===== src/hdl/tmsw_pkg.sv =====
package tmsw_pkg;

    localparam int ADC_W      = 24;
    localparam int LEVEL_W    = 24;
    localparam int ZERO_W     = 24;
    localparam int SPAN_W     = 25;
    localparam int WEIGHT_W   = 32;
    localparam int CFG_IDX_W  = 1;
    localparam int CFG_DATA_W = 25;

    localparam logic [CFG_IDX_W-1:0] REG_ZERO_LEVEL = 1'b0;
    localparam logic [CFG_IDX_W-1:0] REG_SPAN       = 1'b1;

    localparam logic [ZERO_W-1:0] ZERO_LEVEL_RST = 24'd8807000;
    localparam logic [SPAN_W-1:0] SPAN_RST       = 25'd200000;

    // weight arithmetic
    localparam int MG_W     = 18;
    localparam logic signed [MG_W-1:0] MG_PER_100G = 18'sd100000;
    localparam int DIFF_W   = LEVEL_W + 1;
    localparam int PROD_W   = DIFF_W + MG_W;
    localparam int PMAG_W   = 41;
    localparam int QUOT_W   = 32;
    localparam int DVS_W    = SPAN_W;
    localparam int QCNT_W   = $clog2(QUOT_W + 1);

    localparam logic [WEIGHT_W-1:0] WEIGHT_MAX = 32'h7FFF_FFFF;
    localparam logic [WEIGHT_W-1:0] WEIGHT_MIN = 32'h8000_0000;

    typedef struct packed {
        logic full;
        logic empty;
    } tmsw_qstat_t;

endpackage


===== src/hdl/tmsw_queue.sv =====
module tmsw_queue #(
    parameter int DATA_W = 28
) (
    input  logic                      aclk,
    input  logic                      aresetn,
    input  logic                      push,
    input  logic [DATA_W-1:0]         push_data,
    input  logic                      pop,
    output logic [DATA_W-1:0]         pop_data,
    output tmsw_pkg::tmsw_qstat_t     qstat
);
    import tmsw_pkg::*;

    logic [DATA_W-1:0] data_reg [2];
    logic              wr_ptr_reg;
    logic              rd_ptr_reg;
    logic [1:0]        cnt_reg;
    logic              do_push;
    logic              do_pop;

    assign qstat.full  = (cnt_reg == 2'd2);
    assign qstat.empty = (cnt_reg == 2'd0);
    assign do_push     = push && !qstat.full;
    assign do_pop      = pop && !qstat.empty;
    assign pop_data    = data_reg[rd_ptr_reg];

    always_ff @(posedge aclk) begin
        if (do_push) begin
            data_reg[wr_ptr_reg] <= push_data;
        end
    end

    always_ff @(posedge aclk) begin
        if (!aresetn) begin
            wr_ptr_reg <= 1'b0;
            rd_ptr_reg <= 1'b0;
            cnt_reg    <= 2'd0;
        end else begin
            if (do_push) begin
                wr_ptr_reg <= ~wr_ptr_reg;
            end
            if (do_pop) begin
                rd_ptr_reg <= ~rd_ptr_reg;
            end
            case ({do_push, do_pop})
                2'b10:   cnt_reg <= cnt_reg + 2'd1;
                2'b01:   cnt_reg <= cnt_reg - 2'd1;
                default: cnt_reg <= cnt_reg;
            endcase
        end
    end

endmodule


===== src/hdl/tmsw_front.sv =====
module tmsw_front #(
    parameter int SAMPLE_BITS = 24,
    parameter int WINDOW_LEN  = 12,
    parameter int SUM_W       = 28
) (
    input  logic                        aclk,
    input  logic                        aresetn,
    input  logic                        s_valid,
    output logic                        s_ready,
    input  logic [tmsw_pkg::ADC_W-1:0]  s_adc_code,
    input  tmsw_pkg::tmsw_qstat_t       qstat,
    output logic                        q_push,
    output logic [SUM_W-1:0]            q_data
);
    import tmsw_pkg::*;

    localparam int HIST_LEN = WINDOW_LEN - 1;
    localparam int CNT_W    = $clog2(HIST_LEN);

    localparam logic [1:0] F_IDLE = 2'd0;
    localparam logic [1:0] F_SCAN = 2'd1;
    localparam logic [1:0] F_PUSH = 2'd2;

    localparam logic [SAMPLE_BITS-1:0] TOP_BIT = {1'b1, {(SAMPLE_BITS-1){1'b0}}};

    logic [1:0]             state_reg;
    logic [CNT_W-1:0]       cnt_reg;
    logic [SAMPLE_BITS-1:0] win_reg [HIST_LEN];
    logic [SAMPLE_BITS-1:0] cur_reg;
    logic [SAMPLE_BITS-1:0] hi_reg;
    logic [SAMPLE_BITS-1:0] lo_reg;
    logic [SUM_W-1:0]       sum_reg;
    logic [SAMPLE_BITS-1:0] cur_next;
    logic [SAMPLE_BITS-1:0] tap;

    assign s_ready  = (state_reg == F_IDLE);
    assign cur_next = SAMPLE_BITS'(s_adc_code) ^ TOP_BIT;
    assign tap      = win_reg[HIST_LEN-1];
    assign q_push   = (state_reg == F_PUSH) && !qstat.full;
    assign q_data   = sum_reg - SUM_W'(hi_reg) - SUM_W'(lo_reg);

    always_ff @(posedge aclk) begin
        if (!aresetn) begin
            state_reg <= F_IDLE;
            cnt_reg   <= '0;
            for (int i = 0; i < HIST_LEN; i++) begin
                win_reg[i] <= '0;
            end
        end else begin
            case (state_reg)
                F_IDLE: begin
                    if (s_valid) begin
                        cur_reg   <= cur_next;
                        hi_reg    <= cur_next;
                        lo_reg    <= cur_next;
                        sum_reg   <= SUM_W'(cur_next);
                        cnt_reg   <= '0;
                        state_reg <= F_SCAN;
                    end
                end
                F_SCAN: begin
                    // oldest tap is read, window rotates; back in order after HIST_LEN steps
                    if (tap > hi_reg) begin
                        hi_reg <= tap;
                    end
                    if (tap < lo_reg) begin
                        lo_reg <= tap;
                    end
                    sum_reg    <= sum_reg + SUM_W'(tap);
                    win_reg[0] <= tap;
                    for (int i = 1; i < HIST_LEN; i++) begin
                        win_reg[i] <= win_reg[i-1];
                    end
                    cnt_reg <= cnt_reg + CNT_W'(1);
                    if (cnt_reg == CNT_W'(HIST_LEN - 1)) begin
                        state_reg <= F_PUSH;
                    end
                end
                F_PUSH: begin
                    if (!qstat.full) begin
                        win_reg[0] <= cur_reg;
                        for (int i = 1; i < HIST_LEN; i++) begin
                            win_reg[i] <= win_reg[i-1];
                        end
                        state_reg <= F_IDLE;
                    end
                end
                default: begin
                    state_reg <= F_IDLE;
                end
            endcase
        end
    end

endmodule


===== src/hdl/tmsw_divider.sv =====
module tmsw_divider #(
    parameter int DIVD_W = 41
) (
    input  logic                          aclk,
    input  logic                          aresetn,
    input  logic                          start,
    input  logic [DIVD_W-1:0]             dividend,
    input  logic [tmsw_pkg::DVS_W-1:0]    divisor,
    input  logic [tmsw_pkg::QCNT_W-1:0]   qbits,
    output logic                          busy,
    output logic                          done,
    output logic [tmsw_pkg::QUOT_W-1:0]   quotient
);
    import tmsw_pkg::*;

    // restoring divider, one quotient bit per cycle; caller guarantees
    // dividend >> qbits < divisor so the quotient fits in qbits bits
    logic [DVS_W-1:0]  rem_reg;
    logic [DIVD_W-1:0] num_reg;
    logic [DVS_W-1:0]  dvs_reg;
    logic [QCNT_W-1:0] cnt_reg;
    logic              busy_reg;
    logic              done_reg;

    logic [DVS_W:0]    trial;
    logic [DVS_W:0]    trial_sub;
    logic              fits;

    assign trial     = {rem_reg, num_reg[DIVD_W-1]};
    assign trial_sub = trial - {1'b0, dvs_reg};
    assign fits      = (trial >= {1'b0, dvs_reg});
    assign busy      = busy_reg;
    assign done      = done_reg;
    assign quotient  = QUOT_W'(num_reg);

    always_ff @(posedge aclk) begin
        if (start) begin
            rem_reg <= DVS_W'(dividend >> qbits);
            num_reg <= dividend << (DIVD_W - int'(qbits));
            dvs_reg <= divisor;
        end else if (busy_reg) begin
            rem_reg <= fits ? trial_sub[DVS_W-1:0] : trial[DVS_W-1:0];
            num_reg <= {num_reg[DIVD_W-2:0], fits};
        end
    end

    always_ff @(posedge aclk) begin
        if (!aresetn) begin
            busy_reg <= 1'b0;
            done_reg <= 1'b0;
            cnt_reg  <= '0;
        end else begin
            done_reg <= !start && busy_reg && (cnt_reg == QCNT_W'(1));
            if (start) begin
                busy_reg <= 1'b1;
                cnt_reg  <= qbits;
            end else if (busy_reg) begin
                cnt_reg <= cnt_reg - QCNT_W'(1);
                if (cnt_reg == QCNT_W'(1)) begin
                    busy_reg <= 1'b0;
                end
            end
        end
    end

endmodule


===== src/hdl/tmsw_back.sv =====
module tmsw_back #(
    parameter int WINDOW_LEN  = 12,
    parameter int SUM_W       = 28
) (
    input  logic                                 aclk,
    input  logic                                 aresetn,
    input  logic                                 cfg_wr_en,
    input  logic [tmsw_pkg::CFG_IDX_W-1:0]       cfg_index,
    input  logic [tmsw_pkg::CFG_DATA_W-1:0]      cfg_wdata,
    input  tmsw_pkg::tmsw_qstat_t                qstat,
    output logic                                 q_pop,
    input  logic [SUM_W-1:0]                     q_data,
    output logic                                 m_valid,
    input  logic                                 m_ready,
    output logic [tmsw_pkg::LEVEL_W-1:0]         m_filtered_level,
    output logic signed [tmsw_pkg::WEIGHT_W-1:0] m_weight_mg,
    output logic                                 m_span_zero
);
    import tmsw_pkg::*;

    localparam int DIVD_W = PMAG_W;

    // level = sum / (WINDOW_LEN-2) by reciprocal multiply, exact for any sum
    // below 2^SUM_W; the product is built from two halves
    localparam int TRIM_DIV = WINDOW_LEN - 2;
    localparam int RCP_SH   = SUM_W + $clog2(TRIM_DIV);
    localparam int RCP_W    = SUM_W + 1;
    localparam int RCP_LO_W = RCP_W / 2;
    localparam int RCP_HI_W = RCP_W - RCP_LO_W;
    localparam int LOP_W    = SUM_W + RCP_LO_W;
    localparam int LVP_W    = SUM_W + RCP_W;
    localparam logic [63:0] RCP_FULL =
        ((64'd1 << RCP_SH) + 64'(TRIM_DIV) - 64'd1) / 64'(TRIM_DIV);
    localparam logic [RCP_LO_W-1:0] RCP_LO = RCP_FULL[RCP_LO_W-1:0];
    localparam logic [RCP_HI_W-1:0] RCP_HI = RCP_FULL[RCP_W-1:RCP_LO_W];

    localparam logic [2:0] B_IDLE    = 3'd0;
    localparam logic [2:0] B_LVL     = 3'd1;
    localparam logic [2:0] B_MUL     = 3'd2;
    localparam logic [2:0] B_ABS     = 3'd3;
    localparam logic [2:0] B_W_CHECK = 3'd4;
    localparam logic [2:0] B_W_WAIT  = 3'd5;
    localparam logic [2:0] B_OUT     = 3'd6;

    logic [2:0]               state_reg;
    logic [ZERO_W-1:0]        zero_level_reg;
    logic [SPAN_W-1:0]        span_reg;
    logic [SUM_W-1:0]         sum_reg;
    logic [LOP_W-1:0]         lo_prod_reg;
    logic [LEVEL_W-1:0]       level_reg;
    logic signed [PROD_W-1:0] prod_reg;
    logic [PMAG_W-1:0]        pmag_reg;
    logic [DVS_W-1:0]         smag_reg;
    logic                     neg_reg;
    logic                     szero_reg;
    logic [WEIGHT_W-1:0]      wt_reg;

    logic                     m_valid_reg;
    logic [LEVEL_W-1:0]       m_level_reg;
    logic [WEIGHT_W-1:0]      m_weight_reg;
    logic                     m_span_zero_reg;

    logic [LVP_W-1:0]         lvl_prod;
    logic signed [DIFF_W-1:0] diff;
    logic                     out_free;
    logic                     div_start;
    logic [DIVD_W-1:0]        div_dividend;
    logic [DVS_W-1:0]         div_divisor;
    logic [QCNT_W-1:0]        div_qbits;
    logic                     div_busy;
    logic                     div_done;
    logic [QUOT_W-1:0]        div_quot;
    logic                     sat;

    assign lvl_prod = ((LVP_W'(sum_reg) * LVP_W'(RCP_HI)) << RCP_LO_W)
                      + LVP_W'(lo_prod_reg);
    assign diff     = $signed({1'b0, level_reg}) - $signed({1'b0, zero_level_reg});
    assign out_free = !m_valid_reg || m_ready;
    assign q_pop    = (state_reg == B_IDLE) && !qstat.empty;
    assign sat      = ((pmag_reg >> QUOT_W) >= PMAG_W'(smag_reg));

    assign div_start    = (state_reg == B_W_CHECK) && !szero_reg && !sat;
    assign div_dividend = pmag_reg;
    assign div_divisor  = smag_reg;
    assign div_qbits    = QCNT_W'(QUOT_W);

    assign m_valid          = m_valid_reg;
    assign m_filtered_level = m_level_reg;
    assign m_weight_mg      = $signed(m_weight_reg);
    assign m_span_zero      = m_span_zero_reg;

    tmsw_divider #(
        .DIVD_W (DIVD_W)
    ) u_divider (
        .aclk     (aclk),
        .aresetn  (aresetn),
        .start    (div_start),
        .dividend (div_dividend),
        .divisor  (div_divisor),
        .qbits    (div_qbits),
        .busy     (div_busy),
        .done     (div_done),
        .quotient (div_quot)
    );

    always_ff @(posedge aclk) begin
        if (!aresetn) begin
            zero_level_reg <= ZERO_LEVEL_RST;
            span_reg       <= SPAN_RST;
        end else if (cfg_wr_en) begin
            case (cfg_index)
                REG_ZERO_LEVEL: zero_level_reg <= cfg_wdata[ZERO_W-1:0];
                REG_SPAN:       span_reg       <= cfg_wdata[SPAN_W-1:0];
                default: ;
            endcase
        end
    end

    always_ff @(posedge aclk) begin
        case (state_reg)
            B_IDLE: begin
                if (q_pop) begin
                    sum_reg     <= q_data;
                    lo_prod_reg <= LOP_W'(q_data) * LOP_W'(RCP_LO);
                end
            end
            B_LVL: begin
                level_reg <= LEVEL_W'(lvl_prod >> RCP_SH);
            end
            B_MUL: begin
                prod_reg <= PROD_W'(diff * MG_PER_100G);
            end
            B_ABS: begin
                pmag_reg  <= prod_reg[PROD_W-1] ? PMAG_W'(-prod_reg) : PMAG_W'(prod_reg);
                smag_reg  <= span_reg[SPAN_W-1] ? (-span_reg) : span_reg;
                neg_reg   <= prod_reg[PROD_W-1] ^ span_reg[SPAN_W-1];
                szero_reg <= (span_reg == '0);
            end
            B_W_CHECK: begin
                if (szero_reg) begin
                    wt_reg <= '0;
                end else if (sat) begin
                    wt_reg <= neg_reg ? WEIGHT_MIN : WEIGHT_MAX;
                end
            end
            B_W_WAIT: begin
                if (div_done) begin
                    // quotient magnitude from 2^31 up clips to the limit
                    if (neg_reg) begin
                        wt_reg <= div_quot[QUOT_W-1] ? WEIGHT_MIN : WEIGHT_W'(-div_quot);
                    end else begin
                        wt_reg <= div_quot[QUOT_W-1] ? WEIGHT_MAX : WEIGHT_W'(div_quot);
                    end
                end
            end
            default: ;
        endcase
    end

    always_ff @(posedge aclk) begin
        if ((state_reg == B_OUT) && out_free) begin
            m_level_reg     <= level_reg;
            m_weight_reg    <= wt_reg;
            m_span_zero_reg <= szero_reg;
        end
    end

    always_ff @(posedge aclk) begin
        if (!aresetn) begin
            state_reg   <= B_IDLE;
            m_valid_reg <= 1'b0;
        end else begin
            if ((state_reg == B_OUT) && out_free) begin
                m_valid_reg <= 1'b1;
            end else if (m_ready) begin
                m_valid_reg <= 1'b0;
            end
            case (state_reg)
                B_IDLE: begin
                    if (q_pop) begin
                        state_reg <= B_LVL;
                    end
                end
                B_LVL: begin
                    state_reg <= B_MUL;
                end
                B_MUL: begin
                    state_reg <= B_ABS;
                end
                B_ABS: begin
                    state_reg <= B_W_CHECK;
                end
                B_W_CHECK: begin
                    state_reg <= (szero_reg || sat) ? B_OUT : B_W_WAIT;
                end
                B_W_WAIT: begin
                    if (div_done) begin
                        state_reg <= B_OUT;
                    end
                end
                B_OUT: begin
                    if (out_free) begin
                        state_reg <= B_IDLE;
                    end
                end
                default: begin
                    state_reg <= B_IDLE;
                end
            endcase
        end
    end

`ifndef NO_ASSERTIONS
    a_div_start_idle: assert property (@(posedge aclk) disable iff (!aresetn)
        div_start |-> !div_busy)
        else $error("divider started while busy");

    a_pop_nonempty: assert property (@(posedge aclk) disable iff (!aresetn)
        q_pop |-> !qstat.empty)
        else $error("pop from empty queue");

    a_zero_span_weight: assert property (@(posedge aclk) disable iff (!aresetn)
        (m_valid_reg && m_span_zero_reg) |-> (m_weight_reg == '0))
        else $error("zero span beat with nonzero weight");

    a_done_expected: assert property (@(posedge aclk) disable iff (!aresetn)
        div_done |-> (state_reg == B_W_WAIT))
        else $error("divider done outside the wait state");
`endif

endmodule


===== src/hdl/trimmed_mean_scale_weigher.sv =====
// Channel  Ports                                        Beat
// -------  -------------------------------------------  ---------------------------
// input    s_valid, s_ready, s_adc_code                 one raw converter code
// result   m_valid, m_ready, m_filtered_level,          one level and weight
//          m_weight_mg, m_span_zero
// config   cfg_wr_en, cfg_index, cfg_wdata              register write, no wait
//
// Front end takes a beat, then walks the WINDOW_LEN-1 stored samples one per
// cycle and pushes the trimmed sum; it takes no new beat until the push is done.
// Back end: reciprocal multiply for the level, built from two halves, then a 32-step
// serial divide for the weight, which sets the rate; the divide is skipped on zero
// span or a clipped weight. A two-entry queue and the result register let each
// side stall on its own. Synchronous active-low reset clears the sample window and
// loads the register defaults; no clearing pass is needed.
module trimmed_mean_scale_weigher #(
    parameter int WINDOW_LEN  = 12,
    parameter int SAMPLE_BITS = 24
) (
    input  logic                                 aclk,
    input  logic                                 aresetn,
    input  logic                                 cfg_wr_en,
    input  logic [tmsw_pkg::CFG_IDX_W-1:0]       cfg_index,
    input  logic [tmsw_pkg::CFG_DATA_W-1:0]      cfg_wdata,
    input  logic                                 s_valid,
    output logic                                 s_ready,
    input  logic [tmsw_pkg::ADC_W-1:0]           s_adc_code,
    output logic                                 m_valid,
    input  logic                                 m_ready,
    output logic [tmsw_pkg::LEVEL_W-1:0]         m_filtered_level,
    output logic signed [tmsw_pkg::WEIGHT_W-1:0] m_weight_mg,
    output logic                                 m_span_zero
);
    import tmsw_pkg::*;

    localparam int SUM_W = SAMPLE_BITS + $clog2(WINDOW_LEN);

    tmsw_qstat_t      qstat;
    logic             q_push;
    logic [SUM_W-1:0] q_push_data;
    logic             q_pop;
    logic [SUM_W-1:0] q_pop_data;

    tmsw_front #(
        .SAMPLE_BITS (SAMPLE_BITS),
        .WINDOW_LEN  (WINDOW_LEN),
        .SUM_W       (SUM_W)
    ) u_front (
        .aclk       (aclk),
        .aresetn    (aresetn),
        .s_valid    (s_valid),
        .s_ready    (s_ready),
        .s_adc_code (s_adc_code),
        .qstat      (qstat),
        .q_push     (q_push),
        .q_data     (q_push_data)
    );

    tmsw_queue #(
        .DATA_W (SUM_W)
    ) u_queue (
        .aclk      (aclk),
        .aresetn   (aresetn),
        .push      (q_push),
        .push_data (q_push_data),
        .pop       (q_pop),
        .pop_data  (q_pop_data),
        .qstat     (qstat)
    );

    tmsw_back #(
        .WINDOW_LEN  (WINDOW_LEN),
        .SUM_W       (SUM_W)
    ) u_back (
        .aclk             (aclk),
        .aresetn          (aresetn),
        .cfg_wr_en        (cfg_wr_en),
        .cfg_index        (cfg_index),
        .cfg_wdata        (cfg_wdata),
        .qstat            (qstat),
        .q_pop            (q_pop),
        .q_data           (q_pop_data),
        .m_valid          (m_valid),
        .m_ready          (m_ready),
        .m_filtered_level (m_filtered_level),
        .m_weight_mg      (m_weight_mg),
        .m_span_zero      (m_span_zero)
    );

endmodule

===== config.mk =====
export PLATFORM = sky130hd
export DESIGN_NAME = trimmed_mean_scale_weigher
export DESIGN_NICKNAME = d
export VERILOG_FILES = /design/src/hdl/tmsw_pkg.sv /design/src/hdl/tmsw_queue.sv /design/src/hdl/tmsw_front.sv /design/src/hdl/tmsw_divider.sv /design/src/hdl/tmsw_back.sv /design/src/hdl/trimmed_mean_scale_weigher.sv
export SDC_FILE = /design/constraint.sdc
export NUM_CORES = 2
export LEC_CHECK = 0
export ABC_AREA = 1
export BUFFER_PORTS_ARGS = -buffer_cell sky130_fd_sc_hd__buf_2
export CORE_ASPECT_RATIO = 0.9
export CORE_UTILIZATION = 58
export CTS_CLUSTER_SIZE = 8
export DETAILED_ROUTE_END_ITERATION = 8
export MAX_ROUTING_LAYER = met4
export PLACE_DENSITY = 0.85
export SETUP_SLACK_MARGIN = 0.3
export SLEW_MARGIN = 10
export SYNTH_ARGS = -nofsm -noshare
export SYNTH_HDL_FRONTEND = slang
export SYNTH_SLANG_ARGS = --single-unit

===== constraint.sdc =====
create_clock -name aclk -period 8.5 [get_ports aclk]
set_input_delay 2.55 -clock aclk [delete_from_list [all_inputs] [get_ports aclk]]
set_output_delay 2.55 -clock aclk [all_outputs]
set_load 0.02 [all_outputs]

==> results.json <==
{
  "status": "finished, final reports clean",
  "cts_sinks": 850,
  "synth_area_um2": 60200,
  "synth.top_cell.area_share_pct": 37.6,
  "wl_met1_mm": 63.7,
  "worst_setup_path_start_kind": "flop",
  "hp-class": "reg -> reg",
  "dp_hpwl_mm": 115,
  "die_x_um": 341,
  "slowest_stage": "fa_1",
  "finalWirelength_mm": 148,
  "synth_top_flop_cell": "edfxtp_1",
  "synth_common_cells": "inv_1 (1145), nand2_1 (890), edfxtp_1 (753)",
  "dpl_worst_slack_ns": 1.19,
  "clock-skew-final_ns": 0.0801,
  "highest_layer": "met4",
  "synthArstFlopShare_pct": 0,
  "tns_ns": 0,
  "syn_area_per_cell_um2": 9.78,
  "drc": 0,
  "fmax_ghz": 0.135,
  "slowest_delay_ns": 0.52,
  "vias_per_cell": 5.61,
  "drt_pass1_iterations": 7,
  "grt_overflow": 0,
  "yosys.area.top_type": "edfxtp_1",
  "synth_nets": 7213,
  "setup_viol": 0,
  "cts.clk_slew.worst_paths_ns": 0.05,
  "crit_path_end_kind": "flop",
  "synth_xor_xnor_area_share_pct": 3.92,
  "nets": 7372,
  "grt_pass1_vias": 43600,
  "met2_length_mm": 68.9,
  "setup_slack_ns": 1.07,
  "track_usage_pct": 29.1,
  "core_area_um2": 102000,
  "wl_per_cell_um": 19.1,
  "ant_nets": 0,
  "largest_reg_flops": 264,
  "post-synth-top-count-cell": "inv_1",
  "stdcell_count": 7743,
  "worstPathRequired_ns": 8.94,
  "antenna_found_initial": 5,
  "grt_pass1_wl_mm": 232,
  "cts_resized": 0,
  "cts_hold_buf": 0,
  "clock_latency_ns": 0.74,
  "min_period_over_period_pct": 87.4,
  "drtIter0Drc": 3765,
  "cts_tree": "built",
  "rsz0062_at_grt": "false",
  "critPathMaxFanout": 5,
  "wl_met3_mm": 10.7,
  "ys_ff_latch": 850,
  "yosys_warnings": 0,
  "dieArea_um2": 105000,
  "synthAdderAreaFrac_pct": 25.5,
  "critical_path_arrival_ns": 7.86,
  "row_count": 111,
  "synth-compound-area-share_pct": 8.34,
  "synth_top_family_by_area": "adder cells",
  "synthTopCellsByArea": "edfxtp_1 (38%), ha_1 (13%), fa_1 (12%), inv_1 (7.1%), nand2_1 (5.6%)",
  "cts_buffers": 117,
  "cts-root-buf": "clkbuf_16",
  "worstMarginPinSlew_ns": 1.18,
  "finalHoldViolCount": 0,
  "grt_max_degree": 218,
  "place_inst": 7546,
  "port_buffers": 113,
  "cts.htree.levels": 3,
  "min_period_ns": 7.43,
  "drive_gt1_share_pct": 6.74,
  "maxCapViolations": 0,
  "synth_edf_count": 753,
  "synth_mux_area_share_pct": 0.533,
  "seq_area_frac_synth_pct": 40.8,
  "die_h_um": 308,
  "area_delta_synth_final_pct": 9.28,
  "ioPinCount": 114,
  "crit_type": "reg -> reg",
  "timing.slew.headroom_pct": 21.1,
  "ys_types": 71,
  "synthSimpleGateAreaFrac_pct": 13.0,
  "postCtsSetupBuffers": 0,
  "num-fill-cells": 7778,
  "postSynthCellCount": 6150,
  "finalWeightedCongestion": 1.02,
  "cts_buffer_depth": 3,
  "num_vias": 43400,
  "initial_core_util_pct": 58.8,
  "drv_slew": 0
}
==> per-stage QoR <==
step | instance area (um2) | hold slack [ns] | util, %
6_report | 65700 | 0.417 | 64.2
5_1_grt | 65700 | 0.425 | 64.2
4_1_cts | 65700 | 0.416 | 64.2
3_5_place_dp | 62300 | 0.405 | 60.9
3_3_place_gp | 62300 | 0.402 | 60.9
2_1_floorplan | 60200 | 0.400 | -
==> logic make-up (layout without fill, tap and decap cells) <==
| kind of cell | after synthesis | in the layout |
|---|---|---|
| mux | 29 | 29 |
| fa+ha+maj | 1008 | 1008 |
| other cells | 0 | 5 |
| xor+xnor | 269 | 269 |
| simple gates | 1838 | 1838 |
| buf+inv | 1263 | 1495 |
| compound gates | 893 | 893 |
| flops | 850 | 850 |
==> critical path: cells and delay by family, from the launching register on <==
family / cells / cell delay, ns
buf+inv: 3 / 0.28
flops: 1 / 0.38
compound gates: 9 / 1.90
simple gates: 8 / 0.75
xor+xnor: 2 / 0.64
fa+ha+maj: 8 / 3.20
==> routing by layer <==
metal	up-vias	track usage [%]
met4	0	8.78
met3	287	3.89
met1	20900	38.8
met2	1694	46.4
met5	-	-
li1	20600	-
==> area by class of cell <==
class	instances	area, um2	share of cell area [%]
Multi-Input combinational cell	4037	30900	47.0
Clock inverter	9	196	0.299
Timing Repair Buffer	140	796	1.21
Clock buffer	183	3190	4.85
Sequential cell	850	24600	37.4
Inverter	1163	4370	6.64
Tap cell	1356	1700	2.58
Antenna cell	5	12.5	0.0190
==> placed cells by master (no fill, tap or decap), types with 14 or more instances in the layout <==
master,netlist,layout
a22o_1,14,14
nor3_1,55,53
nor2_2,12,16
clkbuf_1,77,65
dfxtp_1,97,97
nand4_1,44,44
buf_4,6,26
a21oi_1,366,363
inv_1,1145,1144
nor4_1,22,21
o21ai_1,19,19
nand2_2,28,29
or2_2,15,15
xor2_1,181,181
edfxtp_1,753,753
a21o_1,25,25
o21bai_1,19,19
o211ai_1,23,23
clkbuf_16,0,117
nand2_1,890,888
buf_2,6,112
a31oi_1,38,38
o21ai_0,301,300
xnor2_1,88,88
fa_1,362,362
nand3_1,144,144
ha_1,646,646
mux2_2,24,24
inv_2,13,14
nor2_1,572,567
==> path summary, 6_finish.rpt <==
check / from / endpoint / slack, ns / cells past startpoint
hold / removal: u_back.wt_reg[9] / u_back.m_weight_mg[9] / 0.42 / 0
setup / recovery: u_back.level_reg[0] / u_back.prod_reg[42] / 1.07 / 30
setup reg to reg: u_back.level_reg[0] / u_back.prod_reg[42] / 1.07 / 30
hold reg to reg: u_back.wt_reg[9] / u_back.m_weight_mg[9] / 0.42 / 0
Power is left out: the tool's default activity adds up to more than one toggle a clock period on the data nets, which glitch-free logic cannot reach.
